## src/hw/rtl/lttt_ram.sv

```systemverilog
module lttt_ram #(
  parameter int WIDTH = 32,
  parameter int DEPTH = 16
) (
  input  logic                     clk,
  input  logic                     we,
  input  logic [$clog2(DEPTH)-1:0] waddr,
  input  logic [WIDTH-1:0]         wdata,
  input  logic [$clog2(DEPTH)-1:0] raddr,
  output logic [WIDTH-1:0]         rdata
);

  logic [WIDTH-1:0] mem [DEPTH];

  always_ff @(posedge clk) begin
    if (we) begin
      mem[waddr] <= wdata;
    end
    rdata <= mem[raddr];
  end

endmodule

```

## config.mk

```make
export PLATFORM = sky130hd
export DESIGN_NAME = lttt_ram
export DESIGN_NICKNAME = d
export VERILOG_FILES = /design/src/hw/rtl/lttt_ram.sv
export SDC_FILE = /design/constraint.sdc
export NUM_CORES = 1
export LEC_CHECK = 0
export BUFFER_PORTS_ARGS = -buffer_cell sky130_fd_sc_hd__buf_2
export CORE_ASPECT_RATIO = 1.25
export CORE_UTILIZATION = 51
export DETAILED_ROUTE_END_ITERATION = 10
export PLACE_DENSITY = 0.7
export SKIP_CTS_REPAIR_TIMING = 1
export SLEW_MARGIN = 25
export SYNTH_ARGS = -nofsm -noshare
export SYNTH_HDL_FRONTEND = slang
export SYNTH_SLANG_ARGS = --single-unit
```

## constraint.sdc

```tcl
create_clock -name clk -period 3.7 [get_ports clk]
set_input_delay 0.37 -clock clk [delete_from_list [all_inputs] [get_ports clk]]
set_output_delay 0.37 -clock clk [all_outputs]
set_load 0.03 [all_outputs]
```

==> tab_implementation.tex, run 1 <==
\begin{tabular}{lr}
\hline
Metric & Value \\
\hline
\multicolumn{2}{l}{\textbf{Status}} \\
\quad Result of the run & completed \\
\multicolumn{2}{l}{\textbf{Clocking}} \\
\quad Number of buffers created by CTS & 47 \\
\quad Clk Tree Root Cell & sky130\_fd\_sc\_hd\_\_clkbuf\_16 \\
\quad Clock latency on the worst-skew pair & 570 ps \\
\quad Clock Sink Count & 544 \\
\quad Number of levels the H-tree was split into & 2 \\
\quad Clock Pin Slew Worst Setup and Hold Paths & 70 ps \\
\quad Clock tree from TritonCTS & built \\
\quad Clock buffer depth & 3 \\
\multicolumn{2}{l}{\textbf{Floorplan}} \\
\quad Initial core utilization & 51.92\% \\
\quad Die Area & 0.03973 mm\^{}2 \\
\quad Floorplan Core Area & 0.03824 mm\^{}2 \\
\quad I/O Pins & 74 \\
\quad Vertical die dimension & 222.6 um \\
\quad Width of the chip & 178.5 um \\
\quad Placement Rows & 80 \\
\multicolumn{2}{l}{\textbf{Finish}} \\
\quad Diodes inserted & 0 \\
\quad Number of fill cells in the layout & 2686 \\
\quad Ratio of cells with drive above 1 in the final layout & 32.45\% \\
\quad Synthesis-to-finish area growth & 13.71\% \\
\quad Number of nets in the layout & 989 \\
\multicolumn{2}{l}{\textbf{Detailed routing}} \\
\quad Detailed route wirelength on metal3 & 2880 um \\
\quad M1 wire length & 16320 um \\
\quad Drc violations & 0 \\
\quad DR WL met2 & 20340 um \\
\quad Total via count in the routed design & 9084 \\
\quad Drt via density & 6.146 \\
\quad Routed wire length & 40350 um \\
\quad Top layer reached by signal wires & met5 \\
\quad DRT Pass-1 Iters & 5 \\
\quad Antenna-violating nets left & 0 \\
\quad First-iteration detailed-routing DRC count & 1130 \\
\quad Post-detailed-route wirelength per cell & 27.30 um \\
\multicolumn{2}{l}{\textbf{Power}} \\
\quad Total power per unit cell area & 552.1 mW/mm\^{}2 \\
\quad Leakage power of the design & 7.253 nW \\
\quad Total Power & 12.47 mW \\
\quad Largest voltage drop on the vdd net & 345.1 uV \\
\multicolumn{2}{l}{\textbf{Timing}} \\
\quad Final total negative setup slack & 0 ps \\
\quad Final hold violation count & 0 \\
\quad Tightest Pin Transition & 933.5 ps \\
\quad Clock tree skew after final layout & 21.35 ps \\
\quad Pins over their slew limit & 0 \\
\quad RSZ-0062 raised after global routing & false \\
\quad F\_max & 582.0 MHz \\
\quad Slew Limit Headroom & 37.62\% \\
\quad Final number of setup-violating endpoints & 0 \\
\quad Share of the clock period used by the worst path after layout & 46.44\% \\
\quad Worst Hold Slack & 175.6 ps \\
\quad Worst path setup slack after routing & 1982 ps \\
\quad Crit path time final & 1718 ps \\
\multicolumn{2}{l}{\textbf{Place}} \\
\quad Count of port buffers added during placement & 73 \\
\quad Placer congestion estimate & 0.6999 \\
\quad Total half-perimeter wirelength after legalization and detailed placement & 20270 um \\
\quad Post-Place Worst Slack & 1408 ps \\
\multicolumn{2}{l}{\textbf{Synth}} \\
\quad Unique cell type count in the Yosys netlist & 18 \\
\quad Post-synth top area share & 77.44\% \\
\quad Most common library cells after synthesis & 512 x sky130\_fd\_sc\_hd\_\_edfxtp\_1, 128 x sky130\_fd\_sc\_hd\_\_mux4\_2, 64 x sky130\_fd\_sc\_hd\_\_a22oi\_1 \\
\quad Share of synthesized registers carrying an async set or reset & 0\% \\
\quad Mean instance size in the synthesized netlist & 23.69 um\^{}2 \\
\quad Cell types with the largest area share after synthesis & sky130\_fd\_sc\_hd\_\_edfxtp\_1 77\%, sky130\_fd\_sc\_hd\_\_mux4\_2 15\%, sky130\_fd\_sc\_hd\_\_dfxtp\_1 3.2\% \\
\quad Number of enable flip-flop cells after synthesis & 512 \\
\quad Cell with the most instances after synthesis & sky130\_fd\_sc\_hd\_\_edfxtp\_1 \\
\quad Area of the mapped netlist & 0.01985 mm\^{}2 \\
\quad Register area share after synthesis & 80.67\% \\
\quad Number of instances in the synthesized netlist & 838 \\
\quad Cell type contributing the most total cell area after synthesis & sky130\_fd\_sc\_hd\_\_edfxtp\_1 \\
\quad Main flop type after synthesis & sky130\_fd\_sc\_hd\_\_edfxtp\_1 \\
\quad Nets in the synthesized netlist & 880 \\
\quad Yosys warning count & 0 \\
\quad Number of register bits inferred by synthesis & 544 \\
\multicolumn{2}{l}{\textbf{Flow run}} \\
\quad Count of max-cap constraint violations & 0 \\
\multicolumn{2}{l}{\textbf{Setup path}} \\
\quad CP Launch Type & input port \\
\quad Critical path capture point type & flip-flop \\
\quad Maximum net fanout on the critical path & 26 \\
\quad Crit path required time & 3890 ps \\
\quad Arrival time at the worst endpoint & 1910 ps \\
\quad Startpoint-to-endpoint class of the critical path & in2reg \\
\multicolumn{2}{l}{\textbf{Global route}} \\
\quad Wire length of the first global-routing pass & 59720 um \\
\quad Grt ovf & 0 \\
\quad Global Route Usage Sum & 21.12\% \\
\quad Largest net degree at the start of global routing & 51 \\
\quad Via count of the first global-routing pass & 9403 \\
\quad Number of antenna violations at the first check in global routing & 3 \\
\multicolumn{2}{l}{\textbf{Min path}} \\
\quad Worst min-delay path class & in2reg \\
\hline
\end{tabular}
[per-layer routing]
metal / vias up / track usage (%)
met1: 4858 / 30.05
li1: 3790 / -
met2: 368 / 34.15
met3: 62 / 3.422
met5: - / 0
met4: 6 / 5.823
[per-stage QoR]
stage,instances,cell area [um^2],util (%)
final,1478,22580,59.04
after global routing,1478,22580,59.04
after CTS,1478,22580,59.04
after detailed placement,1390,21050,55.04
after global placement,1390,21050,55.04
after floorplan,838,19850,-
[cell type report]
type / count / area [um^2] / area share [%]
clock buffers: 64 / 1292 / 5.725
clock inverters: 24 / 237.7 / 1.053
multi-input cells: 251 / 3751 / 16.61
flip-flops and latches: 544 / 16020 / 70.94
well taps: 492 / 615.6 / 2.727
repair buffers: 103 / 664.4 / 2.943
[layout by cell type, fill, tap and decap left out]
master,synthesis,layout
sky130_fd_sc_hd__nand2_1,33,33
sky130_fd_sc_hd__clkbuf_16,0,49
sky130_fd_sc_hd__nor2_4,0,13
sky130_fd_sc_hd__nand3_1,1,1
sky130_fd_sc_hd__clkinv_1,0,6
sky130_fd_sc_hd__nor3_2,0,4
sky130_fd_sc_hd__nand2b_1,2,2
sky130_fd_sc_hd__edfxtp_1,512,512
sky130_fd_sc_hd__nor2b_4,0,2
sky130_fd_sc_hd__clkinv_2,0,10
sky130_fd_sc_hd__clkbuf_1,17,14
sky130_fd_sc_hd__or3b_2,1,1
sky130_fd_sc_hd__buf_4,11,26
sky130_fd_sc_hd__buf_2,4,71
sky130_fd_sc_hd__clkinv_4,0,2
sky130_fd_sc_hd__mux4_2,128,128
sky130_fd_sc_hd__bufinv_16,0,4
sky130_fd_sc_hd__and2_4,0,1
sky130_fd_sc_hd__nand3b_1,2,2
sky130_fd_sc_hd__a22oi_1,64,64
sky130_fd_sc_hd__clkbuf_8,0,2
sky130_fd_sc_hd__clkinvlp_4,0,1
sky130_fd_sc_hd__buf_12,0,5
sky130_fd_sc_hd__inv_16,0,1
sky130_fd_sc_hd__dfxtp_1,32,32
[cell families (layout without fill, tap and decap cells)]
kind of cell | count (synthesis) | count (layout) | share of synthesized area (%)
AND/OR/NAND/NOR | 59 | 59 | 1.273
buffers and inverters | 43 | 191 | 1.122
AO/OA/AOI/OAI | 64 | 64 | 2.420
flip-flops | 544 | 544 | 80.67
multiplexers | 128 | 128 | 14.52
[worst max-delay path, cell delays in order]
cell                     delay (ps)
sky130_fd_sc_hd__buf_2          110
sky130_fd_sc_hd__or3b_2         590
sky130_fd_sc_hd__nor2_4         300
sky130_fd_sc_hd__buf_4          500
[worst paths after layout]
kind,start,endpoint,slack (ps),cells after the start
min reg2reg,mem[12][5],rdata[5],670,3
max,waddr[2],mem[1][5],1980,4
max reg2reg,mem[3][24],rdata[24],2330,3
min,wdata[12],mem[14][12],180,1
[power by group]
part	leakage, nW	switching (mW)	total [mW]	internal (mW)
clock	0.751	2.12	4.87	2.75
combinational	1.61	0.415	0.665	0.250
sequential	4.89	0.0437	6.93	6.89
[registers in the layout (all words and copies together), names as in the netlist]
name,cells
mem,512
rdata,32
No activity file was read; power rests on OpenSTA's default activity.
==> inputs of run 2 (changes only) <==
--- a/config.mk
+++ b/config.mk
@@ -9,7 +9,7 @@
 export CORE_ASPECT_RATIO = 1.25
 export CORE_UTILIZATION = 51
 export DETAILED_ROUTE_END_ITERATION = 10
-export PLACE_DENSITY = 0.7
+export PLACE_DENSITY = 0.68
 export SKIP_CTS_REPAIR_TIMING = 1
 export SLEW_MARGIN = 25
 export SYNTH_ARGS = -nofsm -noshare
==> constraint.sdc (replaced) <==
create_clock -name clk -period 1.7 [get_ports clk]
set_input_delay 0.17 -clock clk [delete_from_list [all_inputs] [get_ports clk]]
set_output_delay 0.17 -clock clk [all_outputs]
set_load 0.03 [all_outputs]
==> run 2 against run 1 <==
Effect of this change:
- die area unchanged
- sequential share of layout area down 3.3 points
- cell count up 5.4%
- cell area up 4.9%
- core utilization up 2.9 points
- first-iteration DRC count down 19%
- sequential power up 120%
- clock skew down 5.9 ps
- setup slack worse by 1600 ps
- hold slack worse by 170 ps
- via count up 1.6%
- highest routed layer unchanged
==> tab_implementation.tex, run 2 (synthesized netlist as in run 1, its figures left out) <==
\begin{tabular}{lr}
\hline
Metric & Value \\
\hline
\multicolumn{2}{l}{\textbf{Detailed routing}} \\
\quad Top layer reached by signal wires & met5 (unchanged) \\
\quad DRT Pass-1 Iters & 5 (unchanged) \\
\quad M1 wire length & 16290 um (was 16320 um) \\
\quad Drt via density & 5.926 (was 6.146) \\
\quad Antenna-violating nets left & 0 (unchanged) \\
\quad Total via count in the routed design & 9233 (was 9084) \\
\quad Routed wire length & 40530 um (was 40350 um) \\
\quad Detailed route wirelength on metal3 & 2340 um (was 2880 um) \\
\quad DR WL met2 & 20780 um (was 20340 um) \\
\quad First-iteration detailed-routing DRC count & 911 (was 1130) \\
\quad Drc violations & 0 (unchanged) \\
\quad Post-detailed-route wirelength per cell & 26.01 um (was 27.30 um) \\
\multicolumn{2}{l}{\textbf{Timing}} \\
\quad F\_max & 758.9 MHz \\
\quad Worst path setup slack after routing & 382.2 ps (was 1982 ps) \\
\quad Final number of setup-violating endpoints & 0 (unchanged) \\
\quad Share of the clock period used by the worst path after layout & 77.52\% \\
\quad RSZ-0062 raised after global routing & false (unchanged) \\
\quad Crit path time final & 1318 ps \\
\quad Final total negative setup slack & 0 ps (unchanged) \\
\quad Pins over their slew limit & 0 (unchanged) \\
\quad Slew Limit Headroom & 37.44\% (was 37.62\%) \\
\quad Clock tree skew after final layout & 15.42 ps (was 21.35 ps) \\
\quad Tightest Pin Transition & 938.5 ps (was 933.5 ps) \\
\quad Final hold violation count & 0 (unchanged) \\
\multicolumn{2}{l}{\textbf{Finish}} \\
\quad Layout Cell Area excl Fill & 0.02368 mm\^{}2 (was 0.02258 mm\^{}2) \\
\quad Number of cells in the finished layout apart from fillers & 1558 (was 1478) \\
\quad Commonest non-fill, non-tap cell in the layout & sky130\_fd\_sc\_hd\_\_edfxtp\_1 (unchanged) \\
\quad Biggest registers after layout & mem (512), rdata (32) (unchanged) \\
\quad Ratio of cells with drive above 1 in the final layout & 34.30\% (was 32.45\%) \\
\quad Number of fill cells in the layout & 2627 (was 2686) \\
\quad Flip-flop count of the largest register, all copies and words added & 512 (unchanged) \\
\quad Number of nets in the layout & 1067 (was 989) \\
\quad Most flops, register & mem (unchanged) \\
\quad Synthesis-to-finish area growth & 19.25\% (was 13.71\%) \\
\quad Most used cells in the layout excluding fill and tap cells & 512 x sky130\_fd\_sc\_hd\_\_edfxtp\_1, 128 x sky130\_fd\_sc\_hd\_\_mux4\_2, 71 x sky130\_fd\_sc\_hd\_\_buf\_2 (unchanged) \\
\multicolumn{2}{l}{\textbf{Clocking}} \\
\quad Number of buffers created by CTS & 49 (was 47) \\
\quad Clock tree from TritonCTS & built (unchanged) \\
\quad Clock Pin Slew Worst Setup and Hold Paths & 60 ps (was 70 ps) \\
\quad Clock latency on the worst-skew pair & 570 ps (about the same) \\
\quad Number of levels the H-tree was split into & 2 (unchanged) \\
\quad Clock Sink Count & 544 (unchanged) \\
\quad Clk Tree Root Cell & sky130\_fd\_sc\_hd\_\_clkbuf\_16 (unchanged) \\
\quad Clock buffer depth & 3 (unchanged) \\
\multicolumn{2}{l}{\textbf{Place}} \\
\quad Total half-perimeter wirelength after legalization and detailed placement & 24270 um (was 20270 um) \\
\quad Post-Place Worst Slack & 6.396 ps (was 1408 ps) \\
\quad Count of port buffers added during placement & 73 (unchanged) \\
\quad Placer congestion estimate & 0.7262 (was 0.6999) \\
\quad Placement Cell Area & 0.02188 mm\^{}2 (was 0.02105 mm\^{}2) \\
\quad Cell Count Post-Placement & 1437 (was 1390) \\
\multicolumn{2}{l}{\textbf{Floorplan}} \\
\quad Vertical die dimension & 222.6 um (unchanged) \\
\quad Initial core utilization & 51.92\% (unchanged) \\
\quad Floorplan Core Area & 0.03824 mm\^{}2 (unchanged) \\
\quad Width of the chip & 178.5 um (unchanged) \\
\quad Die Area & 0.03973 mm\^{}2 (unchanged) \\
\quad I/O Pins & 74 (unchanged) \\
\quad Placement Rows & 80 (unchanged) \\
\multicolumn{2}{l}{\textbf{Setup path}} \\
\quad Startpoint-to-endpoint class of the critical path & reg2out (was in2reg) \\
\quad Critical path capture point type & output port (was flip-flop) \\
\quad Cell Chain, Critical Path & buf\_2 (was buf\_2 -> or3b\_2 -> nor2\_4 -> buf\_4) \\
\quad Delay contributed by the slowest stage of the critical path & 370 ps (was 590 ps) \\
\quad Arrival time at the worst endpoint & 1150 ps (was 1910 ps) \\
\quad Critical-path cell with the highest stage delay & sky130\_fd\_sc\_hd\_\_dfxtp\_1 (was sky130\_fd\_sc\_hd\_\_or3b\_2) \\
\quad Worst R2R Path Depth & 3 (unchanged) \\
\quad CP Launch Type & flip-flop (was input port) \\
\quad Endpoint of the worst register-to-register path & rdata[27] (was rdata[24]) \\
\quad Maximum net fanout on the critical path & 1 (was 26) \\
\quad Number of buffers and inverters on the critical path & 1 (was 2) \\
\quad Reg-to-reg slack, setup & 390 ps (was 2330 ps) \\
\quad Crit path required time & 1530 ps (was 3890 ps) \\
\quad Largest delay contributor family on the critical path & flip-flops (was simple AND/OR/NAND/NOR gates) \\
\quad Crit Reg-Reg Startpoint & mem[8][27] (was mem[3][24]) \\
\multicolumn{2}{l}{\textbf{Min path}} \\
\quad Worst Hold Depth & 1 (unchanged) \\
\quad Destination of the worst hold path & mem[11][0] (was mem[14][12]) \\
\quad Critical hold path startpoint & wdata[0] (was wdata[12]) \\
\quad Worst min-delay path class & in2reg (unchanged) \\
\multicolumn{2}{l}{\textbf{Power}} \\
\quad Total power per unit cell area & 1143 mW/mm\^{}2 (was 552.1 mW/mm\^{}2) \\
\quad Largest voltage drop on the vdd net & 1109 uV (was 345.1 uV) \\
\quad Total Power & 27.05 mW (was 12.47 mW) \\
\quad Leakage power of the design & 7.743 nW (was 7.253 nW) \\
\multicolumn{2}{l}{\textbf{Global route}} \\
\quad Number of antenna violations at the first check in global routing & 2 (was 3) \\
\quad Global Route Usage Sum & 21.43\% (was 21.12\%) \\
\quad Wire length of the first global-routing pass & 60690 um (was 59720 um) \\
\quad Largest net degree at the start of global routing & 33 (was 51) \\
\quad Via count of the first global-routing pass & 9619 (was 9403) \\
\quad Grt ovf & 0 (unchanged) \\
\multicolumn{2}{l}{\textbf{Flow run}} \\
\quad Count of max-cap constraint violations & 0 (unchanged) \\
\multicolumn{2}{l}{\textbf{Status}} \\
\quad Result of the run & completed (unchanged) \\
\hline
\end{tabular}
-- run 2: cell count changes in the layout (fill, tap and decap cells not counted), moves of 2 or more --
cell / delta
sky130_fd_sc_hd__nor3_2: -4
sky130_fd_sc_hd__clkbuf_1: +3
sky130_fd_sc_hd__nor3_4: +4
sky130_fd_sc_hd__buf_4: +11
sky130_fd_sc_hd__clkbuf_16: +2
sky130_fd_sc_hd__clkbuf_8: +2
sky130_fd_sc_hd__clkinv_4: -2
sky130_fd_sc_hd__dlygate4sd3_1: +29
sky130_fd_sc_hd__bufinv_16: -3
sky130_fd_sc_hd__buf_12: +35
sky130_fd_sc_hd__diode_2: +2
-- run 2: worst max path at each step --
stage,end,start,cells after the start,slack (ps)
after floorplan,mem[10][0],waddr[2],2,-500
after global placement,rdata[22],raddr[2],4,-20
after detailed placement,mem[8][9],waddr[2],4,6
after CTS,rdata[27],rdata[27],1,350
after global routing,rdata[0],mem[11][0],3,310
final,rdata[27],rdata[27],1,380
-- run 2: area by class of cell --
type | instances | area (um^2) | area share, %
timing repair buffer | 179 | 1765 | 7.457
clock inverter | 19 | 115.1 | 0.4862
clock buffer | 71 | 1381 | 5.834
antenna | 2 | 5.005 | 0.02114
tap | 492 | 615.6 | 2.600
multi-input combinational | 251 | 3777 | 15.95
sequential | 544 | 16020 | 67.65
-- run 2: where the power goes --
group / switching, mW / internal [mW]
registers: 0.0986 / 15.0
logic: 0.947 / 0.706
clock network: 4.53 / 5.79
total: 5.57 / 21.5
-- run 2: routing by layer --
| metal | up-vias | global-route usage (%) |
|---|---|---|
| met4 | 4 | 6.998 |
| met5 | - | 0 |
| li1 | 3950 | - |
| met2 | 288 | 35.08 |
| met1 | 4921 | 29.44 |
| met3 | 70 | 3.559 |
-- run 2: metrics by stage --
stage                     util (%)  hold slack, ps
after floorplan                  -           268.9
after global placement       57.16           538.6
after detailed placement     57.23           552.9
after CTS                    61.15          -44.87
after global routing         61.90           8.982
final                        61.92           5.185
==> inputs of run 3 (changes only) <==
--- a/config.mk
+++ b/config.mk
@@ -9,7 +9,7 @@
 export CORE_ASPECT_RATIO = 1.25
 export CORE_UTILIZATION = 51
 export DETAILED_ROUTE_END_ITERATION = 10
-export PLACE_DENSITY = 0.68
+export PLACE_DENSITY = 0.7
 export SKIP_CTS_REPAIR_TIMING = 1
 export SLEW_MARGIN = 25
 export SYNTH_ARGS = -nofsm -noshare
==> constraint.sdc (replaced) <==
create_clock -name clk -period 1.17 [get_ports clk]
set_input_delay 0.117 -clock clk [delete_from_list [all_inputs] [get_ports clk]]
set_output_delay 0.117 -clock clk [all_outputs]
set_load 0.03 [all_outputs]
==> run 3 against run 2 <==
Effect of this change:
- the run now ends with setup timing left
- sequential share of layout area down 2.3 points
- clock power up 50%
- combinational power up 72%
- hold slack better by 54 ps
- clock skew up 1.7 ps
- routed wire length up 4.5%
- cell count up 1.3%
- total power up 49%
- global-route usage up 0.58 points
- first-iteration DRC count up 7.5%
- critical path type is now reg2reg
- highest routed layer is now met4
==> tab_implementation.tex, run 3 (synthesized netlist as in run 1, its figures left out) <==
\begin{tabular}{lr}
\hline
Metric & Value \\
\hline
\multicolumn{2}{l}{\textbf{Power}} \\
\quad Largest voltage drop on the vdd net & 1043 uV (was 1109 uV) \\
\quad Total power per unit cell area & 1637 mW/mm\^{}2 (was 1143 mW/mm\^{}2) \\
\quad Internal power & 31.75 mW (was 21.48 mW) \\
\quad Combinational share of power & 7.1\% (was 6.1\%) \\
\quad Total Power & 40.21 mW (was 27.05 mW) \\
\quad Switching power total & 8.458 mW (was 5.571 mW) \\
\quad Portion of total power attributed to sequential cells & 54.7\% (was 55.8\%) \\
\quad Clock share of power & 38.3\% (was 38.1\%) \\
\quad Leakage power of the design & 8.004 nW (was 7.743 nW) \\
\quad Switching power share of the total & 21.04\% (was 20.59\%) \\
\multicolumn{2}{l}{\textbf{Clocking}} \\
\quad Clock Pin Slew Worst Setup and Hold Paths & 60 ps (about the same) \\
\quad Clock buffer depth & 3 (unchanged) \\
\quad Clk Tree Root Cell & sky130\_fd\_sc\_hd\_\_clkbuf\_16 (unchanged) \\
\quad Clock tree from TritonCTS & built (unchanged) \\
\quad Number of buffers created by CTS & 49 (unchanged) \\
\quad Clock latency on the worst-skew pair & 570 ps (about the same) \\
\quad Clock Sink Count & 544 (unchanged) \\
\quad Number of levels the H-tree was split into & 2 (unchanged) \\
\multicolumn{2}{l}{\textbf{Flow run}} \\
\quad Count of max-cap constraint violations & 0 (unchanged) \\
\multicolumn{2}{l}{\textbf{Finish}} \\
\quad Synthesis-to-finish area growth & 23.75\% (was 19.25\%) \\
\quad Commonest non-fill, non-tap cell in the layout & sky130\_fd\_sc\_hd\_\_edfxtp\_1 (unchanged) \\
\quad Most flops, register & mem (unchanged) \\
\quad Biggest registers after layout & mem (512), rdata (32) (unchanged) \\
\quad Number of cells in the finished layout apart from fillers & 1579 (was 1558) \\
\quad Layout Cell Area excl Fill & 0.02457 mm\^{}2 (was 0.02368 mm\^{}2) \\
\quad Ratio of cells with drive above 1 in the final layout & 43.50\% (was 34.30\%) \\
\quad Post-route core utilization & 64.25\% (was 61.92\%) \\
\quad Most used cells in the layout excluding fill and tap cells & 512 x sky130\_fd\_sc\_hd\_\_edfxtp\_1, 128 x sky130\_fd\_sc\_hd\_\_mux4\_2, 54 x sky130\_fd\_sc\_hd\_\_buf\_12 (was 512 x sky130\_fd\_sc\_hd\_\_edfxtp\_1, 128 x sky130\_fd\_sc\_hd\_\_mux4\_2, 71 x sky130\_fd\_sc\_hd\_\_buf\_2) \\
\quad Number of nets in the layout & 1089 (was 1067) \\
\quad Number of fill cells in the layout & 2467 (was 2627) \\
\quad Flip-flop count of the largest register, all copies and words added & 512 (unchanged) \\
\multicolumn{2}{l}{\textbf{Timing}} \\
\quad Clock tree skew after final layout & 17.15 ps (was 15.42 ps) \\
\quad Share of the clock period used by the worst path after layout & 110.6\% \\
\quad Crit path time final & 1294 ps \\
\quad Final number of setup-violating endpoints & 37 (was 0) \\
\quad RSZ-0062 raised after global routing & true (was false) \\
\quad Worst path setup slack after routing & -123.7 ps (was 382.2 ps) \\
\quad Slew Limit Headroom & 80.65\% (was 37.44\%) \\
\quad Tightest Pin Transition & 290.3 ps (was 938.5 ps) \\
\quad Final total negative setup slack & -1717 ps (was 0 ps) \\
\quad Final hold violation count & 0 (unchanged) \\
\quad F\_max & 773.0 MHz \\
\quad Pins over their slew limit & 0 (unchanged) \\
\multicolumn{2}{l}{\textbf{Floorplan}} \\
\quad Vertical die dimension & 222.6 um (unchanged) \\
\quad Floorplan Core Area & 0.03824 mm\^{}2 (unchanged) \\
\quad Placement Rows & 80 (unchanged) \\
\quad Initial core utilization & 51.92\% (unchanged) \\
\quad I/O Pins & 74 (unchanged) \\
\quad Die Area & 0.03973 mm\^{}2 (unchanged) \\
\quad Width of the chip & 178.5 um (unchanged) \\
\multicolumn{2}{l}{\textbf{Detailed routing}} \\
\quad Drt via density & 6.006 (was 5.926) \\
\quad Drc violations & 0 (unchanged) \\
\quad Routed wire length & 42340 um (was 40530 um) \\
\quad Total via count in the routed design & 9484 (was 9233) \\
\quad DRT Pass-1 Iters & 7 (was 5) \\
\quad Antenna-violating nets left & 0 (unchanged) \\
\quad First-iteration detailed-routing DRC count & 979 (was 911) \\
\quad Post-detailed-route wirelength per cell & 26.81 um (was 26.01 um) \\
\multicolumn{2}{l}{\textbf{Setup path}} \\
\quad Critical path capture point type & flip-flop (was output port) \\
\quad Maximum net fanout on the critical path & 1 (unchanged) \\
\quad Cell Chain, Critical Path & mux4\_2 -> a22oi\_2 -> nand2\_1 (was buf\_2) \\
\quad Critical-path cell with the highest stage delay & sky130\_fd\_sc\_hd\_\_mux4\_2 (was sky130\_fd\_sc\_hd\_\_dfxtp\_1) \\
\quad Delay contributed by the slowest stage of the critical path & 550 ps (was 370 ps) \\
\quad Largest delay contributor family on the critical path & multiplexers (was flip-flops) \\
\quad Reg-to-reg slack, setup & -120 ps (was 390 ps) \\
\quad Worst R2R Path Depth & 3 (unchanged) \\
\quad Crit Reg-Reg Startpoint & mem[3][1] (was mem[8][27]) \\
\quad Startpoint-to-endpoint class of the critical path & reg2reg (was reg2out) \\
\quad Endpoint of the worst register-to-register path & rdata[1] (was rdata[27]) \\
\quad CP Launch Type & flip-flop (unchanged) \\
\quad Arrival time at the worst endpoint & 1740 ps (was 1150 ps) \\
\quad Number of buffers and inverters on the critical path & 0 (was 1) \\
\quad Crit path required time & 1610 ps (was 1530 ps) \\
\multicolumn{2}{l}{\textbf{Place}} \\
\quad Placement Cell Area & 0.02221 mm\^{}2 (was 0.02188 mm\^{}2) \\
\quad Cell Count Post-Placement & 1456 (was 1437) \\
\quad Placer congestion estimate & 0.7353 (was 0.7262) \\
\quad Total half-perimeter wirelength after legalization and detailed placement & 24350 um (was 24270 um) \\
\quad Count of port buffers added during placement & 73 (unchanged) \\
\multicolumn{2}{l}{\textbf{Global route}} \\
\quad Largest net degree at the start of global routing & 33 (unchanged) \\
\quad Via count of the first global-routing pass & 9687 (was 9619) \\
\quad Global Route Usage Sum & 22.01\% (was 21.43\%) \\
\quad Number of antenna violations at the first check in global routing & 2 (unchanged) \\
\quad Wire length of the first global-routing pass & 62220 um (was 60690 um) \\
\quad Grt ovf & 0 (unchanged) \\
\multicolumn{2}{l}{\textbf{Status}} \\
\quad Result of the run & finished, violations left (was completed) \\
\quad Violated checks & setup timing \\
\multicolumn{2}{l}{\textbf{Min path}} \\
\quad Worst min-delay path class & in2reg (unchanged) \\
\quad Destination of the worst hold path & rdata[29] (was mem[11][0]) \\
\quad Critical hold path startpoint & raddr[3] (was wdata[0]) \\
\quad Worst Hold Depth & 4 (was 1) \\
\hline
\end{tabular}
[run 3: changes by cell type in the layout (fill, tap and decap cells not counted), sizes merged]
cell,previous run,this run
buf,149,168
clkbuf,72,66
dlygate4sd3,29,32
bufinv,1,3
clkinv,17,19
inv,1,2
[run 3: power groups by stage]
| stage | Clock (mW) | Combinational (mW) | Sequential, mW |
|---|---|---|---|
| floorplan | 0 | 1.15 | 22.6 |
| global placement | 0 | 2.46 | 22.3 |
| detailed placement | 0 | 2.50 | 22.3 |
| CTS | 15.6 | 2.51 | 21.9 |
| global route | 16.3 | 3.01 | 22.0 |
| finish | 15.4 | 2.84 | 22.0 |
[run 3: worst reg2reg max path, delay by kind of cell (launching register included)]
kind / cells / cell delay, ps
simple gates: 1 / 80
flops: 1 / 370
compound gates: 1 / 170
mux: 1 / 550
[run 3: area by class of cell]
| cell class | count | area (um^2) | share of cell area, % |
|---|---|---|---|
| flip-flops and latches | 544 | 16050 | 65.34 |
| diodes | 2 | 5.005 | 0.02037 |
| clock buffers | 65 | 1316 | 5.357 |
| well taps | 492 | 615.6 | 2.506 |
| repair buffers | 201 | 2290 | 9.320 |
| clock inverters | 24 | 215.2 | 0.8759 |
| multi-input cells | 251 | 4073 | 16.58 |
[run 3: worst max-delay path by stage]
stage / from / to / slack (ps) / depth (start not counted)
floorplan: waddr[2] / mem[0][0] / -660 / 2
global placement: raddr[0] / rdata[31] / -420 / 6
detailed placement: raddr[0] / rdata[31] / -430 / 6
CTS: rdata[11] / rdata[11] / -170 / 1
global route: mem[2][1] / rdata[1] / -150 / 3
finish: mem[3][1] / rdata[1] / -120 / 3
[run 3: per-layer routing]
metal	part of all wire [%]	track usage, %
met5	0	0
met4	2.6	6.643
met3	7.3	4.158
met2	50	35.06
met1	40	31.17
[run 3: through the flow]
| step | setup WS (ps) | hold WS (ps) |
|---|---|---|
| after floorplan | -656.2 | 215.9 |
| after detailed placement | -433.5 | 502.9 |
| final | -123.7 | 59.48 |
| after global routing | -153.5 | 94.51 |
| after CTS | -170.6 | -108.9 |
| after global placement | -420.2 | 486.0 |
